`src/nsc_pkg.sv`:
```
// ----------------------------------------------------------------------------
// nsc_pkg
// Shared types, character codes and helper functions for the NMEA sentence
// checksum framer.
// ----------------------------------------------------------------------------
package nsc_pkg;

    localparam logic [7:0]  CH_DOLLAR      = 8'h24;
    localparam logic [7:0]  CH_COMMA       = 8'h2C;
    localparam logic [7:0]  CH_STAR        = 8'h2A;

    localparam logic [7:0]  SENTENCE_BYTES = 8'd128;
    localparam logic [7:0]  HEADER_LEN     = 8'd6;

    localparam logic [47:0] HEADER_RESET   = 48'h244750524D43;

    typedef enum logic [1:0] {
        MODE_HUNT,
        MODE_HEADER,
        MODE_DATA,
        MODE_CHECK
    } nsc_mode_t;

    typedef struct packed {
        logic       checksum_ok;
        logic [7:0] computed_checksum;
        logic [7:0] received_checksum;
        logic [7:0] sentence_length;
    } nsc_result_t;

    // Header character at position idx, first character in the top byte.
    function automatic logic [7:0] hdr_char(input logic [47:0] hdr, input logic [2:0] idx);
        logic [7:0] c;
        case (idx)
            3'd0:    c = hdr[47:40];
            3'd1:    c = hdr[39:32];
            3'd2:    c = hdr[31:24];
            3'd3:    c = hdr[23:16];
            3'd4:    c = hdr[15:8];
            3'd5:    c = hdr[7:0];
            default: c = 8'h00;
        endcase
        return c;
    endfunction

    // Non-hex characters decode as zero.
    function automatic logic [3:0] hex_value(input logic [7:0] c);
        logic [7:0] v;
        v = 8'h00;
        if (c inside {[8'h30:8'h39]})
        begin
            v = c - 8'h30;
        end
        else if (c inside {[8'h41:8'h46]})
        begin
            v = c - 8'h37;
        end
        else if (c inside {[8'h61:8'h66]})
        begin
            v = c - 8'h57;
        end
        return v[3:0];
    endfunction

endpackage

```
`src/nsc_if.sv`:
```
// ----------------------------------------------------------------------------
// NMEA framer channels
// Valid/ready channels for received bytes, results and the header register.
// ----------------------------------------------------------------------------
interface nsc_byte_if;
    logic       valid;
    logic       ready;
    logic [7:0] rx_byte;

    modport source (output valid, output rx_byte, input ready);
    modport sink   (input valid, input rx_byte, output ready);
endinterface

interface nsc_result_if;
    logic       valid;
    logic       ready;
    logic       checksum_ok;
    logic [7:0] computed_checksum;
    logic [7:0] received_checksum;
    logic [7:0] sentence_length;

    modport source (output valid, output checksum_ok, output computed_checksum,
                    output received_checksum, output sentence_length, input ready);
    modport sink   (input valid, input checksum_ok, input computed_checksum,
                    input received_checksum, input sentence_length, output ready);
endinterface

interface nsc_cfg_if;
    logic        valid;
    logic        ready;
    logic [47:0] header_text;

    modport source (output valid, output header_text, input ready);
    modport sink   (input valid, input header_text, output ready);
endinterface

```
`src/nsc_in_stage.sv`:
```
// ----------------------------------------------------------------------------
// nsc_in_stage
// Input register: captures one received byte and holds it until the parser
// consumes it.
// ----------------------------------------------------------------------------
module nsc_in_stage
    import nsc_pkg::*;
(
    input  logic       clk,
    input  logic       rst_n,
    nsc_byte_if.sink   rx,
    input  logic       advance,
    output logic       byte_valid,
    output logic [7:0] byte_data
);

    logic       valid_reg;
    logic       valid_next;
    logic [7:0] data_reg;
    logic       take;

    assign rx.ready   = !valid_reg || advance;
    assign take       = rx.valid && rx.ready;
    assign byte_valid = valid_reg;
    assign byte_data  = data_reg;

    always_comb
    begin
        valid_next = valid_reg;
        if (take)
        begin
            valid_next = 1'b1;
        end
        else if (advance)
        begin
            valid_next = 1'b0;
        end
    end

    always_ff @(posedge clk or negedge rst_n)
    begin
        if (!rst_n)
        begin
            valid_reg <= 1'b0;
        end
        else
        begin
            valid_reg <= valid_next;
        end
    end

    always_ff @(posedge clk)
    begin
        if (take)
        begin
            data_reg <= rx.rx_byte;
        end
    end

endmodule

```
`src/nsc_parser.sv`:
```
// ----------------------------------------------------------------------------
// nsc_parser
// Sentence state machine: header compare, running XOR, checksum decode and
// length count. One byte per step.
// ----------------------------------------------------------------------------
module nsc_parser
    import nsc_pkg::*;
(
    input  logic        clk,
    input  logic        rst_n,
    input  logic        step,
    input  logic [7:0]  b,
    input  logic [47:0] header_text,
    output logic        res_valid,
    output nsc_result_t res
);

    nsc_mode_t  mode_reg,     mode_next;
    logic [7:0] count_reg,    count_next;
    logic       match_reg,    match_next;
    logic [7:0] xor_reg,      xor_next;
    logic       xor_stop_reg, xor_stop_next;
    logic [3:0] hi_nib_reg,   hi_nib_next;
    logic       nib_idx_reg,  nib_idx_next;

    logic       hdr_bad;
    logic       match_upd;
    logic [7:0] count_inc;
    logic [3:0] lo_nib;
    logic [7:0] rx_sum;

    assign count_inc = count_reg + 8'd1;
    assign hdr_bad   = (count_reg < HEADER_LEN) && (b != hdr_char(header_text, count_reg[2:0]));
    assign match_upd = match_reg && !hdr_bad;
    assign lo_nib    = hex_value(b);
    assign rx_sum    = {hi_nib_reg, lo_nib};

    // next mode
    always_comb
    begin
        mode_next = mode_reg;
        if (step)
        begin
            case (mode_reg)
                MODE_HUNT:
                begin
                    if (b == CH_DOLLAR)
                    begin
                        mode_next = MODE_HEADER;
                    end
                end
                MODE_HEADER:
                begin
                    if (b == CH_COMMA)
                    begin
                        mode_next = (match_upd && (count_inc >= HEADER_LEN)) ?
                                    MODE_DATA : MODE_HUNT;
                    end
                end
                MODE_DATA:
                begin
                    if (b == CH_STAR)
                    begin
                        mode_next = MODE_CHECK;
                    end
                end
                MODE_CHECK:
                begin
                    if (nib_idx_reg)
                    begin
                        mode_next = MODE_HUNT;
                    end
                end
                default:
                begin
                    mode_next = MODE_HUNT;
                end
            endcase
            // overlong sentence aborts
            if (count_next >= SENTENCE_BYTES)
            begin
                mode_next = MODE_HUNT;
            end
        end
    end

    // datapath and result
    always_comb
    begin
        count_next    = count_reg;
        match_next    = match_reg;
        xor_next      = xor_reg;
        xor_stop_next = xor_stop_reg;
        hi_nib_next   = hi_nib_reg;
        nib_idx_next  = nib_idx_reg;
        res_valid     = 1'b0;
        res.checksum_ok       = (rx_sum == xor_reg);
        res.computed_checksum = xor_reg;
        res.received_checksum = rx_sum;
        res.sentence_length   = count_inc;
        if (step)
        begin
            case (mode_reg)
                MODE_HUNT:
                begin
                    if (b == CH_DOLLAR)
                    begin
                        count_next    = 8'd1;
                        xor_next      = 8'h00;
                        xor_stop_next = 1'b0;
                        match_next    = (hdr_char(header_text, 3'd0) == CH_DOLLAR);
                    end
                end
                MODE_HEADER, MODE_DATA:
                begin
                    if (mode_reg == MODE_HEADER)
                    begin
                        match_next = match_upd;
                    end
                    if (!xor_stop_reg)
                    begin
                        if (b == CH_STAR)
                        begin
                            xor_stop_next = 1'b1;
                        end
                        else
                        begin
                            xor_next = xor_reg ^ b;
                        end
                    end
                    count_next = count_inc;
                    if ((mode_reg == MODE_DATA) && (b == CH_STAR))
                    begin
                        nib_idx_next = 1'b0;
                    end
                end
                MODE_CHECK:
                begin
                    count_next = count_inc;
                    if (!nib_idx_reg)
                    begin
                        hi_nib_next  = lo_nib;
                        nib_idx_next = 1'b1;
                    end
                    else
                    begin
                        res_valid    = 1'b1;
                        nib_idx_next = 1'b0;
                    end
                end
                default:
                begin
                    count_next = count_reg;
                end
            endcase
        end
    end

    always_ff @(posedge clk or negedge rst_n)
    begin
        if (!rst_n)
        begin
            mode_reg     <= MODE_HUNT;
            count_reg    <= 8'd0;
            match_reg    <= 1'b1;
            xor_reg      <= 8'h00;
            xor_stop_reg <= 1'b0;
            hi_nib_reg   <= 4'h0;
            nib_idx_reg  <= 1'b0;
        end
        else
        begin
            mode_reg     <= mode_next;
            count_reg    <= count_next;
            match_reg    <= match_next;
            xor_reg      <= xor_next;
            xor_stop_reg <= xor_stop_next;
            hi_nib_reg   <= hi_nib_next;
            nib_idx_reg  <= nib_idx_next;
        end
    end

endmodule

```
`src/nsc_out_stage.sv`:
```
// ----------------------------------------------------------------------------
// nsc_out_stage
// Result register: holds one finished result until the sink takes it.
// ----------------------------------------------------------------------------
module nsc_out_stage
    import nsc_pkg::*;
(
    input  logic         clk,
    input  logic         rst_n,
    input  logic         load,
    input  nsc_result_t  res,
    output logic         advance,
    nsc_result_if.source result
);

    logic        valid_reg;
    logic        valid_next;
    nsc_result_t data_reg;

    // pipeline may move when the slot is empty or being drained
    assign advance = !valid_reg || result.ready;

    always_comb
    begin
        valid_next = valid_reg;
        if (advance)
        begin
            valid_next = load;
        end
    end

    always_ff @(posedge clk or negedge rst_n)
    begin
        if (!rst_n)
        begin
            valid_reg <= 1'b0;
        end
        else
        begin
            valid_reg <= valid_next;
        end
    end

    always_ff @(posedge clk)
    begin
        if (advance && load)
        begin
            data_reg <= res;
        end
    end

    assign result.valid             = valid_reg;
    assign result.checksum_ok       = data_reg.checksum_ok;
    assign result.computed_checksum = data_reg.computed_checksum;
    assign result.received_checksum = data_reg.received_checksum;
    assign result.sentence_length   = data_reg.sentence_length;

endmodule

```
`src/nmea_sentence_checksum_framer.sv`:
```
// ----------------------------------------------------------------------------
// nmea_sentence_checksum_framer
// Frames NMEA sentences from a byte stream, checks the header and the XOR
// checksum, and reports one result per complete sentence.
// ----------------------------------------------------------------------------
//  channel  | dir | payload                                   | per word
//  ---------+-----+-------------------------------------------+-----------------
//  rx       | in  | rx_byte[7:0]                              | one character
//  result   | out | checksum_ok, computed/received_checksum,  | one sentence
//           |     | sentence_length                           |
//  cfg      | in  | header_text[47:0]                         | header register
//
//  One byte per cycle while results are taken; a byte is held in the input
//  register, then the parser state and the result register load on the same
//  edge, so a result is valid once its last checksum character has passed the
//  input register. Reset puts the parser in hunt mode and loads header_text
//  with "$GPRMC". A held result stalls the parser; rx keeps one byte buffered
//  meanwhile. cfg is always ready; the user must write it only while no
//  sentence is in flight; the block itself does not enforce this.
// ----------------------------------------------------------------------------
module nmea_sentence_checksum_framer
    import nsc_pkg::*;
(
    input  logic         clk,
    input  logic         rst_n,
    nsc_byte_if.sink     rx,
    nsc_result_if.source result,
    nsc_cfg_if.sink      cfg
);

    logic [47:0] header_reg;
    logic        advance;
    logic        byte_valid;
    logic [7:0]  byte_data;
    logic        step;
    logic        res_valid;
    nsc_result_t res;

    assign cfg.ready = 1'b1;

    always_ff @(posedge clk or negedge rst_n)
    begin
        if (!rst_n)
        begin
            header_reg <= HEADER_RESET;
        end
        else if (cfg.valid)
        begin
            header_reg <= cfg.header_text;
        end
    end

    assign step = byte_valid && advance;

    nsc_in_stage u_in (
        .clk        (clk),
        .rst_n      (rst_n),
        .rx         (rx),
        .advance    (advance),
        .byte_valid (byte_valid),
        .byte_data  (byte_data)
    );

    nsc_parser u_parser (
        .clk         (clk),
        .rst_n       (rst_n),
        .step        (step),
        .b           (byte_data),
        .header_text (header_reg),
        .res_valid   (res_valid),
        .res         (res)
    );

    nsc_out_stage u_out (
        .clk     (clk),
        .rst_n   (rst_n),
        .load    (res_valid),
        .res     (res),
        .advance (advance),
        .result  (result)
    );

endmodule

```
`src/flat_wrapper.sv`:
```
// flat-port wrapper written by rule: the top's interface ports become plain ports
module nmea_sentence_checksum_framer_flat import nsc_pkg::*;
  (clk, rst_n, rx_valid, rx_rx_byte, rx_ready, result_valid, result_checksum_ok, result_computed_checksum, result_received_checksum, result_sentence_length, result_ready, cfg_valid, cfg_header_text, cfg_ready);
  nsc_byte_if rx_i ();
  nsc_result_if result_i ();
  nsc_cfg_if cfg_i ();
  input  logic clk;
  input  logic rst_n;
  input wire logic [$bits(rx_i.valid)-1:0] rx_valid;
  input wire logic [$bits(rx_i.rx_byte)-1:0] rx_rx_byte;
  output wire logic [$bits(rx_i.ready)-1:0] rx_ready;
  output wire logic [$bits(result_i.valid)-1:0] result_valid;
  output wire logic [$bits(result_i.checksum_ok)-1:0] result_checksum_ok;
  output wire logic [$bits(result_i.computed_checksum)-1:0] result_computed_checksum;
  output wire logic [$bits(result_i.received_checksum)-1:0] result_received_checksum;
  output wire logic [$bits(result_i.sentence_length)-1:0] result_sentence_length;
  input wire logic [$bits(result_i.ready)-1:0] result_ready;
  input wire logic [$bits(cfg_i.valid)-1:0] cfg_valid;
  input wire logic [$bits(cfg_i.header_text)-1:0] cfg_header_text;
  output wire logic [$bits(cfg_i.ready)-1:0] cfg_ready;
  assign rx_i.valid = rx_valid;
  assign rx_i.rx_byte = rx_rx_byte;
  assign rx_ready = rx_i.ready;
  assign result_valid = result_i.valid;
  assign result_checksum_ok = result_i.checksum_ok;
  assign result_computed_checksum = result_i.computed_checksum;
  assign result_received_checksum = result_i.received_checksum;
  assign result_sentence_length = result_i.sentence_length;
  assign result_i.ready = result_ready;
  assign cfg_i.valid = cfg_valid;
  assign cfg_i.header_text = cfg_header_text;
  assign cfg_ready = cfg_i.ready;
  nmea_sentence_checksum_framer u_core (.clk(clk), .rst_n(rst_n), .rx(rx_i), .result(result_i), .cfg(cfg_i));
endmodule
```
`config.mk`:
```
export PLATFORM = sky130hd
export DESIGN_NAME = nmea_sentence_checksum_framer_flat
export DESIGN_NICKNAME = d
export VERILOG_FILES = /design/src/nsc_pkg.sv /design/src/nsc_if.sv /design/src/nsc_in_stage.sv /design/src/nsc_parser.sv /design/src/nsc_out_stage.sv /design/src/nmea_sentence_checksum_framer.sv /design/src/flat_wrapper.sv
export SDC_FILE = /design/constraint.sdc
export NUM_CORES = 1
export LEC_CHECK = 0
export ABC_AREA = 1
export BUFFER_PORTS_ARGS = -buffer_cell sky130_fd_sc_hd__buf_2
export CORE_ASPECT_RATIO = 1.2
export CORE_MARGIN = 2
export CORE_UTILIZATION = 55
export CTS_CLUSTER_DIAMETER = 50
export CTS_CLUSTER_SIZE = 40
export DETAILED_ROUTE_END_ITERATION = 16
export PLACE_DENSITY = 0.78
export SYNTH_ARGS = -nofsm -noshare
export SYNTH_HDL_FRONTEND = slang
export SYNTH_SLANG_ARGS = --single-unit
export TNS_END_PERCENT = 1
```
`constraint.sdc`:
```
create_clock -name clk -period 3.6 [get_ports clk]
set_input_delay 0.36 -clock clk [delete_from_list [all_inputs] [get_ports clk]]
set_output_delay 0.36 -clock clk [all_outputs]
set_load 0.01 [all_outputs]
```
======== Word-level counts from Yosys, hierarchy flattened ========
Cells that the tools add are included.
cells by class
  add/subtract/negate cells ............... 4
  magnitude comparators ................... 9
  eq/ne operators ......................... 23
  multiplexer cells ....................... 36
  bitwise operators ....................... 2
  reduce and logical (&&, ||, !) cells .... 28
operator list
  cell                 count
  $mux 8               8
  $pmux 8 s6           1
  $eq 8x6->1 const B   4
  $pmux 8 s2           2
  $ge 8x7->1 const B   2
  $le 8x7->1 const B   2
  $mux 1               12
  $mux 2               6
  $mux 4               3
  $ne 3x3->1 const B   4
  $logic_and 1x1->1    10
  $ne 2x2->1 const B   5
  $reduce_and 5->1     2
  $reduce_and 3->1     3
  $add 8x1->8 const B  1
  $eq 8x8->1           1
  $ge 8x3->1 const B   1
  $ge 8x6->1 const B   1
  $ge 8x8->1 const B   1
  $le 8x6->1 const B   1
  $lt 8x3->1 const B   1
  $ne 8x8->1           1
  $pmux 2 s4           1
  $sub 4x3->4 const B  2
  17 further kinds     27
storage, ports and cells
  register bits after elaboration ......... 108
  input bits .............................. 61
  output and inout bits ................... 28
  logic and storage cells ................. 117

======== Logic depth before layout (Yosys ltp) ========
Gate-level depths: netlist of run 1.
  word-level depth ........................ 11
  gate-level depth with buffers ........... 19

======== Hierarchy ========
A second synthesis of run 1 with hierarchy kept.
unflattened totals
  cells, all modules ...................... 634
  area, all modules ....................... 5347.6 µm²
by module, submodules not included
  module                         times used  cells an instance  area an instance (µm²)
  nsc_parser                     1           382                2419.8
  nmea_sentence_checksum_framer  1           207                1846.8
  nsc_out_stage                  1           31                 795.8
  nsc_in_stage                   1           14                 285.3

======== Least setup slack after synthesis of run 1 ========
OpenSTA, ideal clock, no wires.
  path kind ............................... flip-flop to flip-flop
  from .................................... register u_core.u_parser.mode_reg[0]
  to ...................................... register u_core.u_out.data_reg, in the netlist u_core.u_out.result.checksum_ok (enable)
  setup time .............................. 0.438 ns
  data arrival time ....................... 2.380 ns
  path slack .............................. 0.781 ns
  stages on the path, launching flop included .. 4
  buffers on the path ..................... 0
  period minus slack after synthesis ...... 2.819 ns
  cell sequence ........................... dfrtp_1 ha_1 inv_1 nor3_1
between the ends
  cells in the longest elaborated chain, start to end .. 4
RTL lines
  what                    line                 text
  from (decl)             nsc_parser.sv:18     nsc_mode_t mode_reg, mode_next;
  from (signal assigned)  nsc_parser.sv:173    mode_reg <= mode_next;
  $eq 2x2->1              nsc_parser.sv:103    case (mode_reg)
  $mux 1                  nsc_parser.sv:103
  $mux 1                  nsc_parser.sv:101    if (step)
  $logic_and 1x1->1       nsc_out_stage.sv:46  if (advance && load)
  to (signal assigned)    nsc_out_stage.sv:48  data_reg <= res;
  to (decl)               nsc_out_stage.sv:18  nsc_result_t data_reg;
No other way between the ends.
A chain may end at the register's enable or synchronous reset.

======== Final worst setup path of run 1 ========
  from .................................... register u_core.u_parser.count_reg[2]
  to ...................................... register u_core.u_parser.match_reg
between the ends
  cells in the longest elaborated chain, start to end .. 8
  elaborated cells between the ends (all ways) .. 14
  classes of those cells .................. order compare: 1; eq/ne: 6; mux: 3; reduce/logical: 4
RTL lines
  what                                line               text
  from (decl)                         nsc_parser.sv:19   logic [7:0] count_reg, count_next;
  from (signal assigned)              nsc_parser.sv:174  count_reg <= count_next;
  $eq 3x3->1 (tied with other cells)  nsc_pkg.sv:34      case (idx)
  $pmux 8 s6                          nsc_pkg.sv:34
  $ne 8x8->1                          nsc_parser.sv:33   assign hdr_bad = (count_reg < HEADER_LEN) && (b != hdr_char(header_text, count_reg[2:0]));
  $logic_and 1x1->1 *                 nsc_parser.sv:33
  $logic_not 1->1 *                   nsc_parser.sv:34   assign match_upd = match_reg && !hdr_bad;
  $logic_and 1x1->1 *                 nsc_parser.sv:34
  $mux 1 *                            nsc_parser.sv:116  if (mode_reg == MODE_HEADER)
  $pmux 1 s2 *                        nsc_parser.sv:103
  to (signal assigned)                nsc_parser.sv:175  match_reg <= match_next;
  to (decl)                           nsc_parser.sv:20   logic match_reg, match_next;
Every way passes the cells marked *; elsewhere a longest branch is shown, timed or not. The select of a mux whose other input is x is not followed.

==> flow_metrics.tcl, run 1 <==
set metrics [dict create \
    status "complete, no violations" \
    p_seq_frac 0.545 \
    synth.distinct_cells 41 \
    drt-total-wl_mm 10.6 \
    cts_root_buffer "clkbuf_16" \
    crit_required_ns 3.88 \
    power.leakage_nw 2.84 \
    yosysWarnings 0 \
    period_minus_slack_ns 2.62 \
    area_growth_pct 15.4 \
    worst_r2r_path_depth 13 \
    utilization 0.647 \
    diodes 0 \
    synth_top_area_frac 0.265 \
    overflow 0 \
    startpoint_type "flop" \
    insertion_delay_ns 0.35 \
    worst_pin_slew_ns 1.03 \
    h-tree-depth 3 \
    combPwrFrac 0.121 \
    drt_first_iter_violations 203 \
    post-cts-setup-buffers 0 \
    die_h_um 111 \
    grt_start_max_net_pins 58 \
    cpPeakStageDelay_ns 0.74 \
    path_clk_slew_ns 0.07 \
    core_um2 9420 \
    cts_tree "built" \
    finalMaxSlewViolations 0 \
    place_congestion 0.884 \
    first_global_vias 3855 \
    grt_pass1_wl_mm 17.9 \
    cpMaxStageDelayCell "dfrtp_1" \
    ys_ff_latch 108 \
    antenna_left 0 \
    maxCapViolCount 0 \
    detail_route.vias_per_cell 5.24 \
    post-dp-hpwl_mm 8.03 \
    yosys-top-cells-count "nand2_1 (117), inv_1 (59), dfrtp_1 (56), nand3_1 (49), mux2_2 (46)" \
    crit_top_cell "nand2_1" \
    final_nets 685 \
    relSlewSlack 0.315 \
    hold_ws_ns 0.187 \
    crit_start "u_core.u_parser.count_reg[2]" \
    cp.arrival_ns 2.90 \
    fin_setup_tns_ns 0 \
    timing.rr.end "u_core.u_parser.match_reg" \
    fin_worst_skew_ns 0.00867 \
    p_switching_w 0.000691 \
    synthesis.nets 600 \
    power.share.switching 0.258 \
    antenna_found_initial 0 \
    synth_edf_count 33 \
    cp_max_fo 21 \
    power.density_nw_per_um2 439 \
    dr.pass1.iters 4 \
    finalCritPeriodShare 0.728 \
    fmax_ghz 0.381 \
    ioPinCount 89 \
    clock-sinks 108 \
    finalSetupViolCount 0 \
    end_kind "flop" \
    cts.path.max_buffers 2 \
    hold_path_class "primary input to flop" \
    largest_reg_flops 48 \
    worstHoldStart "rx_rx_byte[2]" \
    grt_util_all_layers 0.219 \
    p_int_w 0.00198 \
    synthArstFlopShare 0.694 \
    ir_drop_v 0.000313 \
    post-synth-top-count-cell "nand2_1" \
    yosysSeqAreaShare 0.548 \
    clock_power_share 0.334 \
    synth_area_leaders "dfrtp_1 (27%), edfxtp_1 (19%), mux2_2 (9.8%)" \
    drive_above_1_share 0.304 \
    finalHoldViolations 0 \
    rows 39 \
    synth_cells 525 \
    worstSetupPathType "flop to flop" \
    cts_buffers 9 \
    syn_area_per_cell_um2 10.1 \
    rr_startpoint "u_core.u_parser.count_reg[2]" \
    synth.largest_area_cell "dfrtp_1" \
    syn-cell-area_um2 5280 \
    r2r_slack_ns 0.98 \
    die-area_um2 10400 \
    avgRoutedWirePerCell_um 14.3 \
    route.vias.total 3869 \
    crit_end "u_core.u_parser.match_reg" \
    initial_utilization 0.561 \
    synth_ff_type "dfrtp_1" \
    io_buffers 87 \
    rsz0062_at_grt "false" \
    crit_chain "inv_1 -> ha_1 -> nand2_1 -> nand2_1 -> nor2_1 -> nand3_1 -> nand2_1 -> nand2_1 -> nor2_1 -> nand2_1 -> nand2_1 -> nand3_1 -> a21boi_1" \
    die_w_um 93.5 \
    drc_errors 0 \
]
critical path: cells and delay by family (launching register included):
| family | cells | cell delay [ns] |
|---|---|---|
| flip-flops | 1 | 0.74 |
| adder cells (fa/ha/maj) | 1 | 0.39 |
| AND/OR/NAND/NOR | 10 | 0.90 |
| AO/OA/AOI/OAI | 1 | 0.17 |
| buffers and inverters | 1 | 0.34 |
kinds of logic after synthesis:
family | count (synthesis) | share of synthesized area
adders and majority gates | 14 | 0.0332
other | 1 | 0.000710
buffers and inverters | 78 | 0.0585
muxes | 46 | 0.0981
and+or+nand+nor | 220 | 0.188
AOI/OAI and AO/OA | 48 | 0.0571
xor gates and xnor gates | 10 | 0.0166
DFF | 108 | 0.547
power groups by stage:
| stage | logic, W | clock network, W | registers [W] |
|---|---|---|---|
| finish | 0.000324 | 0.000893 | 0.00146 |
| global route | 0.000370 | 0.000953 | 0.00147 |
| CTS | 0.000325 | 0.000905 | 0.00145 |
| detailed placement | 0.000322 | 0 | 0.00148 |
| global placement | 0.000311 | 0 | 0.00147 |
| floorplan | 0.000240 | 0 | 0.00144 |
per-layer routing:
metal  part of all wire  vias up  track usage
li1                   -     1912            -
met1               0.43     1815        0.282
met2               0.50      117        0.359
met3              0.046       25       0.0325
met4              0.029        0        0.112
met5                  0        -            0
how the worst min path moves through the flow:
stage	depth (start not counted)	slack, ns	to
floorplan	0	0.06	u_core.header_reg[12]
global placement	1	0.30	u_core.header_reg[15]
detailed placement	1	0.31	u_core.header_reg[15]
CTS	1	0.18	u_core.u_in.byte_data[2]
global route	1	0.18	u_core.u_in.byte_data[1]
finish	1	0.19	u_core.u_in.byte_data[2]
per-stage QoR:
step                instance area (µm²)  std cells  total power [W]  setup slack [ns]
floorplan                          5280        525          0.00168             0.781
global placement                   5810        721          0.00178              1.17
detailed placement                 5810        721          0.00180              1.02
CTS                                6090        738          0.00269             0.987
global route                       6090        738          0.00279             0.638
finish                             6090        738          0.00267             0.978
cell usage in the layout, fill, tap and decap left out, drive strengths merged, types with 2 or more instances in the layout:
master | Yosys | layout
nand2 | 119 | 119
buf | 9 | 89
inv | 62 | 63
dfrtp | 56 | 56
nand3 | 50 | 50
mux2 | 46 | 46
nor2 | 34 | 34
edfxtp | 33 | 33
o21ai | 25 | 25
dfstp | 19 | 19
ha | 14 | 14
xor2 | 10 | 10
clkbuf | 7 | 10
nand4 | 9 | 9
a21oi | 7 | 7
o211ai | 5 | 5
o22ai | 5 | 5
nor4 | 4 | 4
clkinv | 0 | 4
nor3 | 3 | 3
a22o | 2 | 2
final cells by class:
type / instances / area, µm²
well taps: 123 / 154
clock inverters: 6 / 40.0
flip-flops and latches: 108 / 2890
inverters: 62 / 233
fillers: 758 / 3320
repair buffers: 90 / 460
clock buffers: 10 / 229
multi-input cells: 339 / 2090
repair_timing:
action | CTS | global route
hold endpoints to repair | 8 | 0
setup endpoints to repair | 0 | 0
gates resized for setup | 0 | 0
hold buffers | 1 | 0
No activity file was read; power rests on OpenSTA's default activity.
==> inputs of run 2 (changes only) <==
==> constraint.sdc (replaced) <==
create_clock -name clk -period 2.5 [get_ports clk]
set_input_delay 0.25 -clock clk [delete_from_list [all_inputs] [get_ports clk]]
set_output_delay 0.25 -clock clk [all_outputs]
set_load 0.01 [all_outputs]
==> run 2 against run 1 <==
  * Clock skew is 0.0037 ns lower
  * Clock power is 44% higher
  * Total power is 45% higher
  * Count of clock-buffer cells in the layout stayed put
  * Sequential share of layout area is 0.59 points lower
  * Critical endpoint unchanged
==> flow_metrics.tcl, run 2 (synthesis gave the netlist of run 1 again) <==
set metrics [dict create \
    hold_path_class "primary input to flop" \
    place_congestion 0.861 \
    core_um2 9420 \
    cts_buffers 9 \
    cts.path.max_buffers 2 \
    p_seq_frac 0.537 \
    ioPinCount 89 \
    largest_reg_flops 48 \
    clock_power_share 0.334 \
    finalHoldViolations 0 \
    cp_max_fo 10 \
    startpoint_type "flop" \
    insertion_delay_ns 0.35 \
    worstHoldStart "rx_rx_byte[6]" \
    detail_route.vias_per_cell 5.24 \
    critPathTopFamily "simple AND/OR/NAND/NOR gates" \
    cts_root_buffer "clkbuf_16" \
    cp.depth 16 \
    avgRoutedWirePerCell_um 14.3 \
    rows 39 \
    mostFrequentLayoutCell "nand2_1" \
    maxCapViolCount 0 \
    die_h_um 111 \
    finalCritPeriodShare 0.897 \
    grt_start_max_net_pins 60 \
    r2r_slack_ns 0.26 \
    worst_r2r_path_depth 16 \
    status "complete, no violations" \
    period_minus_slack_ns 2.24 \
    regArea_um2 2890 \
    crit_top_cell "nand2_1" \
    area_growth_pct 16.8 \
    fin_setup_tns_ns 0 \
    io_buffers 87 \
    timing.rr.end "u_core.u_parser.match_reg" \
    antenna_left 0 \
    drive_above_1_share 0.309 \
    grt_pass1_wl_mm 17.5 \
    finalSetupViolCount 0 \
    post-dp-hpwl_mm 7.96 \
    drc_errors 0 \
    whs_path_depth 1 \
    antenna_found_initial 0 \
    post-cts-setup-buffers 0 \
    cp_num_buf_inv 3 \
    p_switching_w 0.00101 \
    post_cts_resized 0 \
    die_w_um 93.5 \
    clock-sinks 108 \
    overflow 0 \
    die-area_um2 10400 \
    first_global_vias 3716 \
    cpPeakStageDelay_ns 0.45 \
    power.density_nw_per_um2 627 \
    multi_input_area_um2 2090 \
    power.leakage_nw 2.88 \
    crit_chain "inv_1 -> ha_1 -> inv_1 -> nor2_2 -> nand2_1 -> nand2_1 -> inv_1 -> nand2_1 -> nand2_1 -> nand2_1 -> nand2_1 -> nor2_1 -> nand2_1 -> nand2_1 -> nand3_1 -> a21boi_1" \
    crit_required_ns 2.78 \
    final_nets 691 \
    rr_startpoint "u_core.u_parser.count_reg[0]" \
    mostFrequentLayoutCells "nand2_1 (117), buf_2 (87), inv_1 (59)" \
    drt_first_iter_violations 196 \
    initial_utilization 0.561 \
    ir_drop_v 0.000436 \
    cts_tree "built" \
    fin_worst_skew_ns 0.00499 \
    grt_util_all_layers 0.216 \
    power.share.switching 0.260 \
    cpMaxStageDelayCell "dfrtp_1" \
    h-tree-depth 3 \
    diodes 0 \
    min_to "u_core.u_in.byte_data[6]" \
    p_int_w 0.00287 \
    drt-total-wl_mm 10.6 \
    finalMaxSlewViolations 0 \
    dr.pass1.iters 5 \
    fillers 777 \
    path_clk_slew_ns 0.07 \
    cp.arrival_ns 2.52 \
    utilization 0.655 \
    fmax_ghz 0.446 \
    worstSetupPathType "flop to flop" \
    combPwrFrac 0.129 \
    route.vias.total 3902 \
    end_kind "flop" \
    rsz0062_at_grt "false" \
]
[run 2: changes by cell type in the layout (fill, tap and decap cells not counted)]
cell	delta
clkinv_4	-1
clkinv_1	+1
buf_4	+4
buf_12	+2
nor3_2	-1
clkinvlp_4	+2
nor3_4	+1
clkinv_2	-2
[run 2: metrics by stage]
stage | area [µm²] | hold slack [ns] | setup WS, ns | instances | total power, W
detailed placement | 5890 | 0.195 | 0.290 | 727 | 0.00261
CTS | 6170 | 0.0650 | 0.276 | 744 | 0.00390
global route | 6170 | 0.0664 | 0.0274 | 744 | 0.00405
global placement | 5890 | 0.187 | 0.404 | 727 | 0.00258
finish | 6170 | 0.0759 | 0.258 | 744 | 0.00387
floorplan | 5290 | -0.0456 | 0.439 | 525 | 0.00242
[run 2: area by class of cell]
class / instances / share of cell area
Clock buffer: 10 / 0.0371
Sequential cell: 108 / 0.469
Tap cell: 123 / 0.0249
Clock inverter: 6 / 0.00649
Inverter: 62 / 0.0377
Multi-Input combinational cell: 339 / 0.339
Timing Repair Buffer: 96 / 0.0860
[run 2: how the worst max path moves through the flow]
stage / start / to / slack, ns
floorplan: u_core.u_parser.mode_reg[0] / u_core.u_out.result.checksum_ok / 0.44
global placement: u_core.u_parser.count_reg[0] / u_core.u_parser.match_reg / 0.40
detailed placement: u_core.u_parser.count_reg[0] / u_core.u_parser.match_reg / 0.29
CTS: u_core.u_parser.count_reg[0] / u_core.u_parser.match_reg / 0.28
global route: u_core.u_parser.count_reg[0] / u_core.u_parser.match_reg / 0.03
finish: u_core.u_parser.count_reg[0] / u_core.u_parser.match_reg / 0.26
[run 2: timing repair]
item	in CTS	in global routing
endpoints found under the setup margin	0	0
endpoints found under the hold margin	8	0
hold buffers	1	0
[run 2: power groups by stage]
stage	clock (W)	combinational, W	sequential, W
finish	0.00129	0.000499	0.00208
global route	0.00139	0.000565	0.00210
CTS	0.00133	0.000501	0.00208
detailed placement	0	0.000497	0.00211
global placement	0	0.000477	0.00210
floorplan	0	0.000346	0.00207
[run 2: layer usage]
layer	wire length [µm]	track usage
met1	4510	0.277
met2	5250	0.347
met3	401	0.0318
met4	454	0.130
met5	0	0
